## src/sv/keypad_matrix_scan_repeat_unit_macros.svh

```systemverilog
// Assertion helpers for the keypad scanner
`ifndef KEYPAD_MATRIX_SCAN_REPEAT_UNIT_MACROS_SVH
`define KEYPAD_MATRIX_SCAN_REPEAT_UNIT_MACROS_SVH
`define KMS_ASSERT_IMP(label, a, c) \
  label: assert property (@(posedge clk) disable iff (!rst_n) (a) |-> (c)) \
    else $error("assertion failed");
`define KMS_ASSERT_NXT(label, a, c) \
  label: assert property (@(posedge clk) disable iff (!rst_n) (a) |=> (c)) \
    else $error("assertion failed");
`endif

```

## src/sv/kms_pkg.sv

```systemverilog
package kms_pkg;
  localparam int Columns = 5;
  localparam int Rows = 7;
  localparam int NKeys = Columns * Rows;
  localparam int LevelBits = 35;
  localparam int KeyW = 6;
  localparam int TickW = 32;
  localparam int QCntW = $clog2(NKeys + 2);

  localparam logic [2:0] CFG_DELAY = 3'd0;
  localparam logic [2:0] CFG_PERIOD = 3'd1;
  localparam logic [2:0] CFG_SYM = 3'd2;
  localparam logic [2:0] CFG_ALT = 3'd3;
  localparam logic [2:0] CFG_SHIFT = 3'd4;
  localparam logic [2:0] CFG_MIC = 3'd5;
  localparam logic [2:0] CFG_BACK = 3'd6;
  localparam logic [2:0] CFG_ENTER = 3'd7;

  localparam logic [1:0] CSET_LOWER = 2'd0;
  localparam logic [1:0] CSET_UPPER = 2'd1;
  localparam logic [1:0] CSET_SYMBOL = 2'd2;

  typedef enum logic [1:0] {ST_IDLE, ST_WALK, ST_EMIT} state_t;

  // role matches of one key against the configured indices
  typedef struct packed {
    logic sym;
    logic alt;
    logic lsh;
    logic rsh;
    logic mic;
    logic back;
    logic enter;
  } role_t;

  // what one lane reports for its key in this scan
  typedef struct packed {
    logic  fire;     // press or repeat
    logic  release_k;
    role_t role;
  } lane_res_t;
endpackage

```

## src/sv/kms_lane.sv

```systemverilog
module kms_lane (
  input  logic                      clk,
  input  logic                      rst_n,
  input  logic                      start,
  input  logic                      level,
  input  logic [kms_pkg::TickW-1:0] now_tick,
  input  logic [15:0]               delay,
  input  logic [15:0]               period,
  input  kms_pkg::role_t            role,
  output kms_pkg::lane_res_t        res
);
  import kms_pkg::*;

  logic             latched_r;
  logic [TickW-1:0] deadline_r;
  logic             press_new, still;

  assign press_new = level && !latched_r;
  assign still = level && latched_r && (now_tick > deadline_r);

  // per-key latch and deadline; updated once per scan
  always_ff @(posedge clk) begin
    if (!rst_n) begin
      latched_r <= 1'b0;
      deadline_r <= '0;
    end else if (start) begin
      if (press_new) begin
        latched_r <= 1'b1;
        deadline_r <= now_tick + TickW'(delay);
      end else if (!level && latched_r) begin
        latched_r <= 1'b0;
        deadline_r <= '0;
      end else if (still) begin
        deadline_r <= deadline_r + TickW'(period);
      end
    end
  end

  always_comb begin
    res.fire = press_new || still;
    res.release_k = !level && latched_r;
    res.role = role;
  end
endmodule

```

## config.mk

```make
export PLATFORM = sky130hd
export DESIGN_NAME = kms_lane
export DESIGN_NICKNAME = d
export VERILOG_FILES = /design/src/sv/keypad_matrix_scan_repeat_unit_macros.svh /design/src/sv/kms_pkg.sv /design/src/sv/kms_lane.sv
export SDC_FILE = /design/constraint.sdc
export NUM_CORES = 1
export LEC_CHECK = 0
export ABC_CLOCK_PERIOD_IN_PS = 4000
export BUFFER_PORTS_ARGS = -buffer_cell sky130_fd_sc_hd__buf_2
export CORE_MARGIN = 2
export CORE_UTILIZATION = 44
export CTS_CLUSTER_SIZE = 14
export DETAILED_ROUTE_END_ITERATION = 8
export PLACE_DENSITY = 0.66
export SLEW_MARGIN = 25
export SYNTH_ARGS = -nofsm -noshare
export SYNTH_HDL_FRONTEND = slang
export SYNTH_SLANG_ARGS = --single-unit
```

## constraint.sdc

```tcl
create_clock -name clk -period 4 [get_ports clk]
set_input_delay 0.8 -clock clk [delete_from_list [all_inputs] [get_ports clk]]
set_output_delay 0.8 -clock clk [all_outputs]
set_load 0.02 [all_outputs]
```

* After elaboration in Yosys (flattened, before gate mapping)
Cells that the tools add are included.
** Word-level totals
- Register bits after elaboration :: 33
- Output and inout bits :: 9
- Logic and storage cells :: 21
** Cells by class
- $add $sub $neg :: 2
- $lt $le $gt $ge :: 1
- Mux-type cells :: 5
- Reduce and logical (&&, ||, !) cells :: 11
** Operators with widths (count)
- $mux W32 :: 3
- $add A32 B16 Y32 :: 2
- $gt A32 B32 Y1 :: 1
- $logic_and A1 B1 Y1 :: 4
- $reduce_and A2 Y1 :: 2
- $reduce_bool A3 Y1 :: 1
- $logic_not A1 Y1 :: 2
- $mux W1 :: 2
- $reduce_bool A2 Y1 :: 1
- $logic_or A1 B1 Y1 :: 1

* Depth between registers and ports, before layout
- Depth after elaboration :: 5
- Depth in mapped cells :: 11
- Gate-level depth less buffers :: 11

* Worst setup path before layout
No wires, ideal clock.
- Path type :: input -> register
- From :: input port now_tick[0] (netlist bit)
- To :: register deadline_r[24]
- Library setup time :: 59 ps
- Data arrival time :: 3208 ps
- Required time :: 3941 ps
- Slack :: 733 ps
- Stages :: 11
- Path buffers :: 0
- Path through :: ha_1 > inv_1 > fa_1 > nand2b_1 > a21oi_1 > nor2_1 > o41ai_4 > o21ai_0 > or3_1 > a21oi_1 > o31a_1
** Between the ends
- Cells in the longest elaborated chain, start to end :: 4
- Elaborated cells on any way between the ends :: 6
- Those cells by class :: 1 x add/sub; 1 x order compare; 1 x mux; 3 x reduce/logical
** Ends and longest elaborated chain
- from (decl) :: RTL line kms_lane.sv:6 : input logic [kms_pkg::TickW-1:0] now_tick,
- $gt A32 B32 Y1 :: RTL line kms_lane.sv:19 : assign still = level && latched_r && (now_tick > deadline_r);
- $logic_and A1 B1 Y1 :: RTL line kms_lane.sv:19
- $reduce_bool A3 Y1 (no source line)
- $reduce_and A2 Y1 (no source line)
- to (signal assigned) :: RTL line kms_lane.sv:29 : deadline_r <= now_tick + TickW'(delay);
- to (signal assigned) :: RTL line kms_lane.sv:34 : deadline_r <= deadline_r + TickW'(period);
- to (decl) :: RTL line kms_lane.sv:15 : logic [TickW-1:0] deadline_r;
Parallel ways exist; a longest one is shown, timed or not.
A chain may end at the register's enable or synchronous reset.

==> qor.csv <==
metric,value,unit
synth-edff-count,0,
hold_viol,0,
power_leakage,2.054,nW
clockRootBuffer,clkbuf_8,
clock.fmax,276.1,MHz
clock_sinks,33,
drtPass1Iterations,5,
rsz0062_at_grt,no,
num_rows,36,
clock_path_buffers,2,
powerDensity,256.3,nW/µm²
synthArstFlopShare,0,%
path_cells,buf_2 -> ha_1 -> nand4_1 -> or4_1 -> a21o_1 -> a41oi_4 -> o21ai_0 -> nand2_1 -> buf_2,
p_int,0.7516,mW
p_seq_share,29.3,%
setup-tns-final,0,ns
cp_top_family,simple AND/OR/NAND/NOR gates,
die_w,104.6,µm
numCtsBuffers,5,
drt_iter0_drc,315,
cts_tree,built,
maxSlewHeadroom,37.90,%
cpPeakStageDelay,0.64,ns
postCtsHoldBufs,0,
drc,0,
p_comb_share,49.3,%
cts_resized,0,
seq_area_frac_synth,14.83,%
cp_common_cell,buf_2,
clkPwrFrac,21.4,%
final_nets,793,
synth_cell_type_count,60,
synth_top_area_share,18.82,%
initial_core_util,45.36,%
path_max_fanout,3,
yosys_warnings,0,
maxSlewViolCount,0,
postSynthCellCount,590,
setup_viol,0,
cts_setup_buffers,0,
synth_nets,734,
p_sw,0.5249,mW
criticalPathCategory,input pin to primary output,
die_h,104.6,µm
routed_wl,13150,µm
cp_num_buf_inv,2,
ant_nets,0,
num_antenna_cells,0,
synth_ff_type,dfxtp_1,
coreArea,9819,µm²
ys_ff_latch,33,
area_delta_synth_final,11.83,%
crit_arrival,2.82,ns
fillers,1029,
yosysTopAreaCell,ha_1,
drv_cap,0,
vias,4696,
holdCritPathClass,flip-flop to flip-flop,
place_hpwl,10590,µm
fin_crit_sh,90.54,%
antenna_found_initial,0,
io_pins,84,
dp.cells,775,
layout.cells.non_filler,782,
tightest_slew,0.9304,ns
place_congestion,0.8884,
switching_share,41.12,%
grt_max_degree,24,
vdd_drop_max,0.0001213,V
fin_skew,0.01069,ns
slowest_stage,or4_1,
overflow,0,
worst_setup_path_end_kind,primary output,
clk_pin_slew,0.07,ns
netlist_area,4454,µm²
grt_pass1_vias,4624,
clk_latency,0.30,ns
status,finished clean,
synth_area_per_cell,7.550,µm²
hold_ws,0.5001,ns
power,1.277,mW
critPathRequiredTime,3.20,ns
drive_gt1_share,15.25,%
cp-start-kind,input pin,
period_minus_slack,3.621,ns
synth.area.top_cells,"ha_1, dfxtp_1, a21oi_1",
h-tree-depth,2,
dieArea,10940,µm²
grt_use_total,24.11,%
grt_first_pass_wirelength,21710,µm
port_buffers,69,
wl_per_cell,16.81,µm
via_per_inst,6.005,
sequential cells by signal, summed over array words and instances, names as in the netlist:
name	count
latched_r	1
deadline_r	32
layer usage:
metal / wire length, µm / global-route usage [%] / vias up
li1: - / - / 2336
met1: 5770 / 30.00 / 2157
met2: 6329 / 43.14 / 171
met3: 734 / 3.244 / 32
met4: 312 / 7.238 / 0
met5: 0 / 0 / -
layout by cell type, fill, tap and decap left out, types with 7 or more instances in the layout:
cell type,n
and3_1,7
xor2_1,10
a31oi_1,13
o21a_1,12
a211oi_1,17
o21ai_0,45
ha_1,67
nand4_1,11
o31a_1,10
a21o_1,12
a221oi_1,13
nor2_1,29
inv_1,51
or3_1,8
a21oi_1,59
buf_2,69
dfxtp_1,33
nand2_1,39
nor3_1,14
buf_4,9
xnor2_1,23
nand3_1,16
power groups by stage:
| stage | Sequential, mW | Combinational, mW | Clock, mW |
|---|---|---|---|
| global route | 0.377 | 0.703 | 0.284 |
| floorplan | 0.376 | 0.457 | 0 |
| CTS | 0.374 | 0.624 | 0.273 |
| global placement | 0.381 | 0.606 | 0 |
| finish | 0.374 | 0.629 | 0.273 |
| detailed placement | 0.381 | 0.620 | 0 |
synthesized netlist by cell type (6+ instances only):
cell type and number:
inv_1 51, a31oi_1 13, buf_2 6, nor3_1 14, nand4_1 11, a211oi_1 17
a221oi_1 13, xor2_1 10, xnor2_1 23, a21o_1 12, o21a_1 12, dfxtp_1 33
nand2_1 39, clkbuf_1 11, nand3_1 16, ha_1 67, buf_4 7, and3_1 7
nor2_1 29, o31a_1 10, nor4_1 6, o21ai_0 45, or3_1 8, a21oi_1 59
cell families (layout without fill, tap and decap cells):
group                    Yosys count  after routing  synth area share [%]
flip-flops                        33             33                 14.83
AND/OR/NAND/NOR                  156            156                 17.70
adder cells (fa/ha/maj)           69             69                 19.72
buffers and inverters             77            136                 7.416
AO/OA/AOI/OAI                    222            222                 33.85
XOR/XNOR                          33             33                 6.489
path summary, 6_finish.rpt:
path | from | slack (ns) | end | cells after the start
setup / recovery | now_tick[14] | 0.38 | res[8] | 9
hold / removal | deadline_r[31] | 0.50 | deadline_r[31] | 2
setup reg to reg | deadline_r[22] | 0.78 | deadline_r[10] | 10
hold reg to reg | deadline_r[31] | 0.50 | deadline_r[31] | 2
stage by stage:
| step | setup WS (ns) | utilization [%] | area (µm²) |
|---|---|---|---|
| after CTS | 0.3859 | 50.73 | 4981 |
| after detailed placement | 0.2911 | 49.85 | 4895 |
| after global placement | 0.3763 | 49.85 | 4895 |
| final | 0.3785 | 50.73 | 4981 |
| after global routing | 0.2920 | 50.73 | 4981 |
| after floorplan | 0.7332 | - | 4454 |
tightest hold or removal path: cells and delay by family (launching register included):
family	cells	cell delay, ns
AO/OA/AOI/OAI	2	0.14
flip-flops	1	0.32
layout make-up:
cell class | count | area [µm²] | share of cell area [%]
Timing Repair Buffer | 78 | 412.9 | 8.289
Inverter | 51 | 191.4 | 3.843
Multi-Input combinational cell | 480 | 3463 | 69.53
Clock buffer | 7 | 86.33 | 1.733
Sequential cell | 33 | 660.6 | 13.26
Tap cell | 133 | 166.4 | 3.341
No activity file was read; power rests on OpenSTA's default activity.
