File: config.mk
export PLATFORM = sky130hd
export DESIGN_NAME = kms_merge
export DESIGN_NICKNAME = d
export VERILOG_FILES = /design/src/sv/kms_pkg.sv /design/src/sv/kms_merge.sv
export VERILOG_INCLUDE_DIRS = /design/src /design/src/sv
export SDC_FILE = /design/constraint.sdc
export NUM_CORES = 1
export LEC_CHECK = 0
export BUFFER_PORTS_ARGS = -buffer_cell sky130_fd_sc_hd__buf_2
export CORE_AREA = 2 2 39 41
export CTS_CLUSTER_DIAMETER = 30
export CTS_CLUSTER_SIZE = 10
export DETAILED_ROUTE_END_ITERATION = 7
export DIE_AREA = 0 0 41 43
export PLACE_DENSITY = 0.64
export SLEW_MARGIN = 5
export SYNTH_ARGS = -nofsm -noshare
export SYNTH_HDL_FRONTEND = slang
export SYNTH_SLANG_ARGS = --single-unit
File: constraint.sdc
create_clock -name clk -period 2.3 [get_ports clk]
set_input_delay 0.115 -clock clk [delete_from_list [all_inputs] [get_ports clk]]
set_output_delay 0.115 -clock clk [all_outputs]
set_load 0.03 [all_outputs]
File: src/sv/keypad_matrix_scan_repeat_unit_macros.svh
// Assertion helpers for the keypad scanner
`ifndef KEYPAD_MATRIX_SCAN_REPEAT_UNIT_MACROS_SVH
`define KEYPAD_MATRIX_SCAN_REPEAT_UNIT_MACROS_SVH
`define KMS_ASSERT_IMP(label, a, c) \
  label: assert property (@(posedge clk) disable iff (!rst_n) (a) |-> (c)) \
    else $error("assertion failed");
`define KMS_ASSERT_NXT(label, a, c) \
  label: assert property (@(posedge clk) disable iff (!rst_n) (a) |=> (c)) \
    else $error("assertion failed");
`endif

File: src/sv/kms_pkg.sv
package kms_pkg;
  localparam int Columns = 5;
  localparam int Rows = 7;
  localparam int NKeys = Columns * Rows;
  localparam int LevelBits = 35;
  localparam int KeyW = 6;
  localparam int TickW = 32;
  localparam int QCntW = $clog2(NKeys + 2);

  localparam logic [2:0] CFG_DELAY = 3'd0;
  localparam logic [2:0] CFG_PERIOD = 3'd1;
  localparam logic [2:0] CFG_SYM = 3'd2;
  localparam logic [2:0] CFG_ALT = 3'd3;
  localparam logic [2:0] CFG_SHIFT = 3'd4;
  localparam logic [2:0] CFG_MIC = 3'd5;
  localparam logic [2:0] CFG_BACK = 3'd6;
  localparam logic [2:0] CFG_ENTER = 3'd7;

  localparam logic [1:0] CSET_LOWER = 2'd0;
  localparam logic [1:0] CSET_UPPER = 2'd1;
  localparam logic [1:0] CSET_SYMBOL = 2'd2;

  typedef enum logic [1:0] {ST_IDLE, ST_WALK, ST_EMIT} state_t;

  // role matches of one key against the configured indices
  typedef struct packed {
    logic sym;
    logic alt;
    logic lsh;
    logic rsh;
    logic mic;
    logic back;
    logic enter;
  } role_t;

  // what one lane reports for its key in this scan
  typedef struct packed {
    logic  fire;     // press or repeat
    logic  release_k;
    role_t role;
  } lane_res_t;
endpackage

File: src/sv/kms_merge.sv
module kms_merge (
  input  logic                     clk,
  input  logic                     rst_n,
  input  logic                     start,
  input  logic                     step,
  input  logic [kms_pkg::KeyW-1:0] key,
  input  kms_pkg::lane_res_t       res,
  input  logic                     done,
  output logic                     push,
  output logic                     back_o,
  output logic                     enter_o,
  output logic                     caps_o,
  output logic                     syml_o,
  output logic [1:0]               cset_o
);
  import kms_pkg::*;

  logic [3:0] mod_r, mod_nxt;
  logic       back_r, back_nxt, enter_r, enter_nxt;
  logic       caps_r, syml_r;

  // walk-order role resolution for one key
  always_comb begin
    mod_nxt = mod_r;
    back_nxt = back_r;
    enter_nxt = enter_r;
    push = 1'b0;
    if (start) begin
      back_nxt = 1'b0;
      enter_nxt = 1'b0;
    end else if (step && (res.fire || res.release_k)) begin
      if (res.role.sym) mod_nxt[0] = res.fire;
      else if (res.role.alt) mod_nxt[1] = res.fire;
      else if (res.role.lsh) mod_nxt[2] = res.fire;
      else if (res.role.rsh) mod_nxt[3] = res.fire;
      else if (res.fire) begin
        if (res.role.mic && !mod_r[0]) push = 1'b0;
        else if (res.role.back) back_nxt = 1'b1;
        else if (res.role.enter) enter_nxt = 1'b1;
        else push = 1'b1;
      end
    end
  end

  always_ff @(posedge clk) begin
    if (!rst_n) begin
      mod_r <= '0;
      back_r <= 1'b0;
      enter_r <= 1'b0;
      caps_r <= 1'b0;
      syml_r <= 1'b0;
    end else begin
      mod_r <= mod_nxt;
      back_r <= back_nxt;
      enter_r <= enter_nxt;
      // lock toggles at the end of the walk, with the last key included
      if (done) begin
        if ((mod_nxt[2] && mod_nxt[3]) || (mod_nxt[1] && (mod_nxt[2] || mod_nxt[3])))
          caps_r <= !caps_r;
        if (mod_nxt[1] && mod_nxt[0]) syml_r <= !syml_r;
      end
    end
  end

  assign back_o = back_r;
  assign enter_o = enter_r;
  assign caps_o = caps_r;
  assign syml_o = syml_r;
  always_comb begin
    if (mod_r[0] || syml_r) cset_o = CSET_SYMBOL;
    else if (mod_r[2] || mod_r[3] || caps_r) cset_o = CSET_UPPER;
    else cset_o = CSET_LOWER;
  end

  // walk index stays inside the key range
  `include "keypad_matrix_scan_repeat_unit_macros.svh"
  `KMS_ASSERT_IMP(a_push_needs_fire, push, res.fire && step)
  `KMS_ASSERT_IMP(a_key_range, step, key < KeyW'(NKeys))
  `KMS_ASSERT_NXT(a_start_clears, start, !back_r && !enter_r)
endmodule

Word-level counts from Yosys, hierarchy flattened

Index checks and enable logic that the tools add are counted.

Word-level logic and storage cells: 52
Input bits: 20
Output and inout bits: 7
Flip-flop bits (word level): 8

Bitwise gates (word level): 7
Reductions and logical operators: 19
Multiplexer cells: 21

Operators by type and width:

| operator            | count |
|---|---|
| 1-bit 2-to-1 mux    | 16 |
| 9-bit AND reduction | 1 |
| 4-bit 2-to-1 mux    | 2 |
| 8-bit AND reduction | 1 |
| 1-bit NOT           | 7 |
| 1-bit logical OR    | 6 |
| 1-bit logical AND   | 5 |
| 2-bit 2-to-1 mux    | 2 |
| 2-bit AND reduction | 2 |
| 1-bit zero test     | 3 |
| 3-bit 2-to-1 mux    | 1 |
| 2-bit OR reduction  | 1 |

Logic depth before layout (Yosys ltp)

Depth after elaboration: 10
Depth in mapped cells: 6
Mapped depth without buffers: 5

Least setup slack after synthesis

OpenSTA, ideal clock, no wires.

Path type: register -> output
Start point: register mod_r[0]
End point: output port push
Data required time: 2.185 ns
Stages on the path, launching flop included: 5
Slack: 0.531 ns
Arrival: 1.654 ns
Buffers on the path: 0
Path through: dfxtp_1 > nand2b_1 > nand4_1 > nor2_1 > nor4b_1

Longest elaborated chain between the ends: 10

Ends and longest elaborated chain:

| what                     | RTL line        | text |
|---|---|---|
| start: declaration       | kms_merge.sv:18 | `logic [3:0] mod_r, mod_nxt;` |
| start signal: assignment | kms_merge.sv:53 | `mod_r <= mod_nxt;` |
| 1-bit zero test          | kms_merge.sv:37 | `if (res.role.mic && !mod_r[0]) push = 1'b0;` |
| 1-bit logical AND        | kms_merge.sv:37 |  |
| 1-bit 2-to-1 mux         | kms_merge.sv:37 |  |
| 1-bit 2-to-1 mux         | kms_merge.sv:36 | `else if (res.fire) begin` |
| 1-bit 2-to-1 mux         | kms_merge.sv:35 | `else if (res.role.rsh) mod_nxt[3] = res.fire;` |
| 1-bit 2-to-1 mux         | kms_merge.sv:34 | `else if (res.role.lsh) mod_nxt[2] = res.fire;` |
| 1-bit 2-to-1 mux         | kms_merge.sv:33 | `else if (res.role.alt) mod_nxt[1] = res.fire;` |
| 1-bit 2-to-1 mux         | kms_merge.sv:32 | `if (res.role.sym) mod_nxt[0] = res.fire;` |
| 1-bit 2-to-1 mux         | kms_merge.sv:31 | `end else if (step && (res.fire \|\| res.release_k)) begin` |
| 1-bit 2-to-1 mux         | kms_merge.sv:28 | `if (start) begin` |
| end: declaration         | kms_merge.sv:9  | `output logic push,` |

Every way passes these cells.

Worst setup path after layout

Start point: input port res[5] (netlist name)
End point: register caps_r, in the netlist caps_o

Longest elaborated chain between the ends: 8
Elaborated cells on any way between the ends: 10
Those cells by class: 5 x mux; 5 x reduce/logical

Ends and longest elaborated chain:

| what                                   | RTL line        | text |
|---|---|---|
| start: declaration                     | kms_merge.sv:7  | `input kms_pkg::lane_res_t res,` |
| 2-bit 2-to-1 mux                       | kms_merge.sv:33 |  |
| 3-bit 2-to-1 mux *                     | kms_merge.sv:32 |  |
| 4-bit 2-to-1 mux *                     | kms_merge.sv:31 |  |
| 4-bit 2-to-1 mux *                     | kms_merge.sv:28 |  |
| 1-bit logical OR                       | kms_merge.sv:58 | `if ((mod_nxt[2] && mod_nxt[3]) \|\| (mod_nxt[1] && (mod_nxt[2] \|\| mod_nxt[3])))` |
| 1-bit logical AND                      | kms_merge.sv:58 |  |
| 1-bit logical OR *                     | kms_merge.sv:58 |  |
| 2-bit AND reduction (no source line) * | n/a             |  |
| end signal: assignment                 | kms_merge.sv:59 | `caps_r <= !caps_r;` |
| end: declaration                       | kms_merge.sv:20 | `logic caps_r, syml_r;` |

Mark *: on every way between the ends. The rest lies on a longest branch, timed or not.
A chain may end at the register's enable or synchronous reset.

==> impl_metrics.py <==
metrics = {
    "run_status": {
        "status": "complete, no violations",
    },
    "global_route": {
        "antenna_found_initial": 0,
        "grt-ovfl-total": 0,
        "grt_max_degree": 10,
        "grt_pass1_wl_mm": 1.794,
        "grtUsageTotal_pct": 14.97,
        "grt_pass1_vias": 452,
    },
    "timing": {
        "setup-tns-final_ps": 0,
        "worst_pin_slew_ps": 523.1,
        "final-setup-viol-count": 0,
        "max_freq_mhz": 629.5,
        "rsz0062_at_grt": "false",
        "post-route-min-period_ps": 1589,
        "maxSlewHeadroom_pct": 64.67,
        "fin_crit_sh_pct": 69.07,
        "fin_skew_ps": 1.599,
        "fin_ws_ps": 711.3,
        "hold_viol_final": 0,
        "slew_viol_final": 0,
    },
    "floorplan": {
        "rows": 14,
        "io_pins": 27,
        "die_area_mm2": 0.001763,
        "start_util_pct": 32.91,
        "dieHeight_um": 43,
        "coreArea_mm2": 0.001384,
        "die_w_um": 41,
    },
    "yosys": {
        "synthesis.nets": 73,
        "yosys.area.top_type": "dfxtp_1",
        "syn_inst": 53,
        "yosysUniqueCellTypes": 27,
        "yosysWarnings": 0,
        "synth_area_per_cell_um2": 8.593,
        "synth_area_um2": 455.4,
        "ys_ff_latch": 8,
        "yosysSeqAreaShare_pct": 35.16,
        "yosys.area.top_type_share_pct": 35.16,
        "synthTopCellsByArea": "dfxtp_1, a21boi_0, nand4_1, o31ai_1, inv_1",
    },
    "layout": {
        "area_growth_pct": 30.49,
        "design_area_um2": 594.3,
        "fin_nets": 97,
        "drive_above_1_share_pct": 36.00,
        "antenna_cells": 0,
    },
    "drt": {
        "vias_per_cell": 5.341,
        "drcViolationCount": 0,
        "first_iter_violations": 6,
        "wirelength_mm": 1.089,
        "num_vias": 486,
        "drtAntennaViolNets": 0,
        "routedWlPerCell_um": 11.97,
        "dr.pass1.iters": 4,
    },
    "clock_tree": {
        "clkLatencyLatePin_ps": 260,
        "clk_pin_slew_ps": 50,
        "postCtsSetupBuffers": 0,
        "ctsRootBufferMaster": "clkbuf_4",
        "ctsResizeCount": 0,
        "tritoncts": "yes",
        "clockBufferDepth": 2,
        "postCtsHoldBufs": 0,
        "cts_made_buffers": 3,
        "clkSinkCount": 8,
        "h-tree-depth": 1,
    },
    "worst_setup_path": {
        "cp.arrival_ps": 1730,
        "crit_path_end_kind": "flip-flop",
        "cp-start-kind": "input port",
        "required_ps": 2440,
        "crit_path_max_fanout": 5,
        "reg2regPathDepth": 4,
        "r2r_setup_slack_ps": 1180,
        "path_class": "input port to flip-flop",
        "r2r_start": "mod_r[0]$_SDFF_PN0_",
        "r2r-end": "syml_o$_SDFFE_PN0P_",
    },
    "placed_design": {
        "dp_hpwl_um": 829.1,
        "dp_slack_ps": 449.8,
        "placed_cell_area_um2": 571.8,
        "gp_congestion": 0.8436,
        "io_buffers": 20,
    },
    "hold_path": {
        "worstHoldStart": "start",
        "hold_depth": 2,
        "min_to": "enter_o$_SDFFE_PP0P_",
        "hold_class": "input port to flip-flop",
    },
    "pwr": {
        "irDropWorstVdd_mv": 0.3043,
        "p_per_area_mw_per_mm2": 486.9,
        "p_leak_uw": 0.0002848,
        "finalPower_uw": 289.4,
    },
    "run": {
        "max_cap_violations": 0,
    },
}
## power by group
part           total (uW)  leakage, uW  switching, uW  internal (uW)
registers             141    0.0000646          0.793            140
clock network         109    0.0000138           49.1           59.8
logic                39.5     0.000206           23.4           16.2
total                 289     0.000285           73.3            216
## cell type report
class / count / area, um2
flip-flops and latches: 8 / 160.2
repair buffers: 20 / 100.1
fillers: 141 / 789.5
well taps: 16 / 20.02
clock buffers: 3 / 22.52
inverters: 5 / 18.77
multi-input cells: 39 / 272.8
## Yosys cell counts
| library cell | instances |
|---|---|
| inv_1 | 5 |
| a221oi_1 | 1 |
| or3b_2 | 1 |
| and2_1 | 1 |
| or2_2 | 1 |
| o21ai_1 | 1 |
| nand2b_1 | 2 |
| nor3b_1 | 2 |
| xor2_1 | 1 |
| nor2_1 | 4 |
| a31oi_1 | 2 |
| o31ai_1 | 3 |
| nand2_1 | 1 |
| nor4b_1 | 1 |
| a21oi_1 | 2 |
| o41ai_1 | 1 |
| a221oi_2 | 1 |
| or4b_1 | 1 |
| nand4_1 | 4 |
| buf_1 | 1 |
| nor3_1 | 1 |
| nand3_1 | 1 |
| nor2b_1 | 1 |
| a21boi_0 | 4 |
| dfxtp_1 | 8 |
| mux2i_1 | 1 |
| or4b_4 | 1 |
## critical path: stages
cell and delay (ps):
buf_2 130, or4b_1 540, or4b_4 520, a221oi_2 220, a21oi_1 90, mux2i_1 120
## cell usage in the layout, fill, tap and decap left out, types with 3 or more instances in the layout
| cell type | Yosys | final |
|---|---|---|
| buf_2 | 0 | 20 |
| o31ai_1 | 3 | 3 |
| nand4_1 | 4 | 4 |
| a21boi_0 | 4 | 4 |
| inv_1 | 5 | 5 |
| clkbuf_4 | 0 | 3 |
| dfxtp_1 | 8 | 8 |
| nor2_1 | 4 | 4 |
## routing by layer
layer / vias to the layer above / wire [um] / GRT usage [%]
met3: 3 / 92 / 4.712
met5: - / 0 / 0
met1: 217 / 503 / 19.35
li1: 246 / - / -
met2: 20 / 473 / 21.25
met4: 0 / 19 / 8.000
## sequential cells by signal, indices dropped and copies added, names as in the netlist
name / count
syml_o: 1
caps_o: 1
enter_o: 1
back_o: 1
mod_r: 4
## metrics by stage
| step | util (%) | instances | hold slack, ps |
|---|---|---|---|
| 2_1_floorplan | - | 53 | 236.7 |
| 4_1_cts | 42.95 | 91 | 155.5 |
| 3_3_place_gp | 41.32 | 88 | 418.4 |
| 5_1_grt | 42.95 | 91 | 162.0 |
| 3_5_place_dp | 41.32 | 88 | 421.8 |
| 6_report | 42.95 | 91 | 153.3 |
## kinds of logic after synthesis
| group | Yosys count | share of synthesized area (%) |
|---|---|---|
| multiplexers | 1 | 2.198 |
| AND/OR/NAND/NOR | 22 | 31.04 |
| buffers and inverters | 6 | 4.945 |
| AO/OA/AOI/OAI | 15 | 24.72 |
| flip-flops | 8 | 35.16 |
| XOR/XNOR | 1 | 1.923 |
## worst max path at each step
| stage | startpoint | endpoint | slack [ps] | cells past startpoint |
|---|---|---|---|---|
| finish | res[5] | caps_o$_SDFFE_PN0P_ | 710 | 6 |
| global route | mod_r[0]$_SDFF_PN0_ | push | 630 | 5 |
| CTS | res[5] | caps_o$_SDFFE_PN0P_ | 710 | 6 |
| detailed placement | res[5] | caps_o$_SDFFE_PN0P_ | 450 | 6 |
| global placement | res[5] | caps_o$_SDFFE_PN0P_ | 470 | 6 |
| floorplan | mod_r[0]$_SDFF_PN0_ | push | 530 | 4 |
No activity file was read; power rests on OpenSTA's default activity.
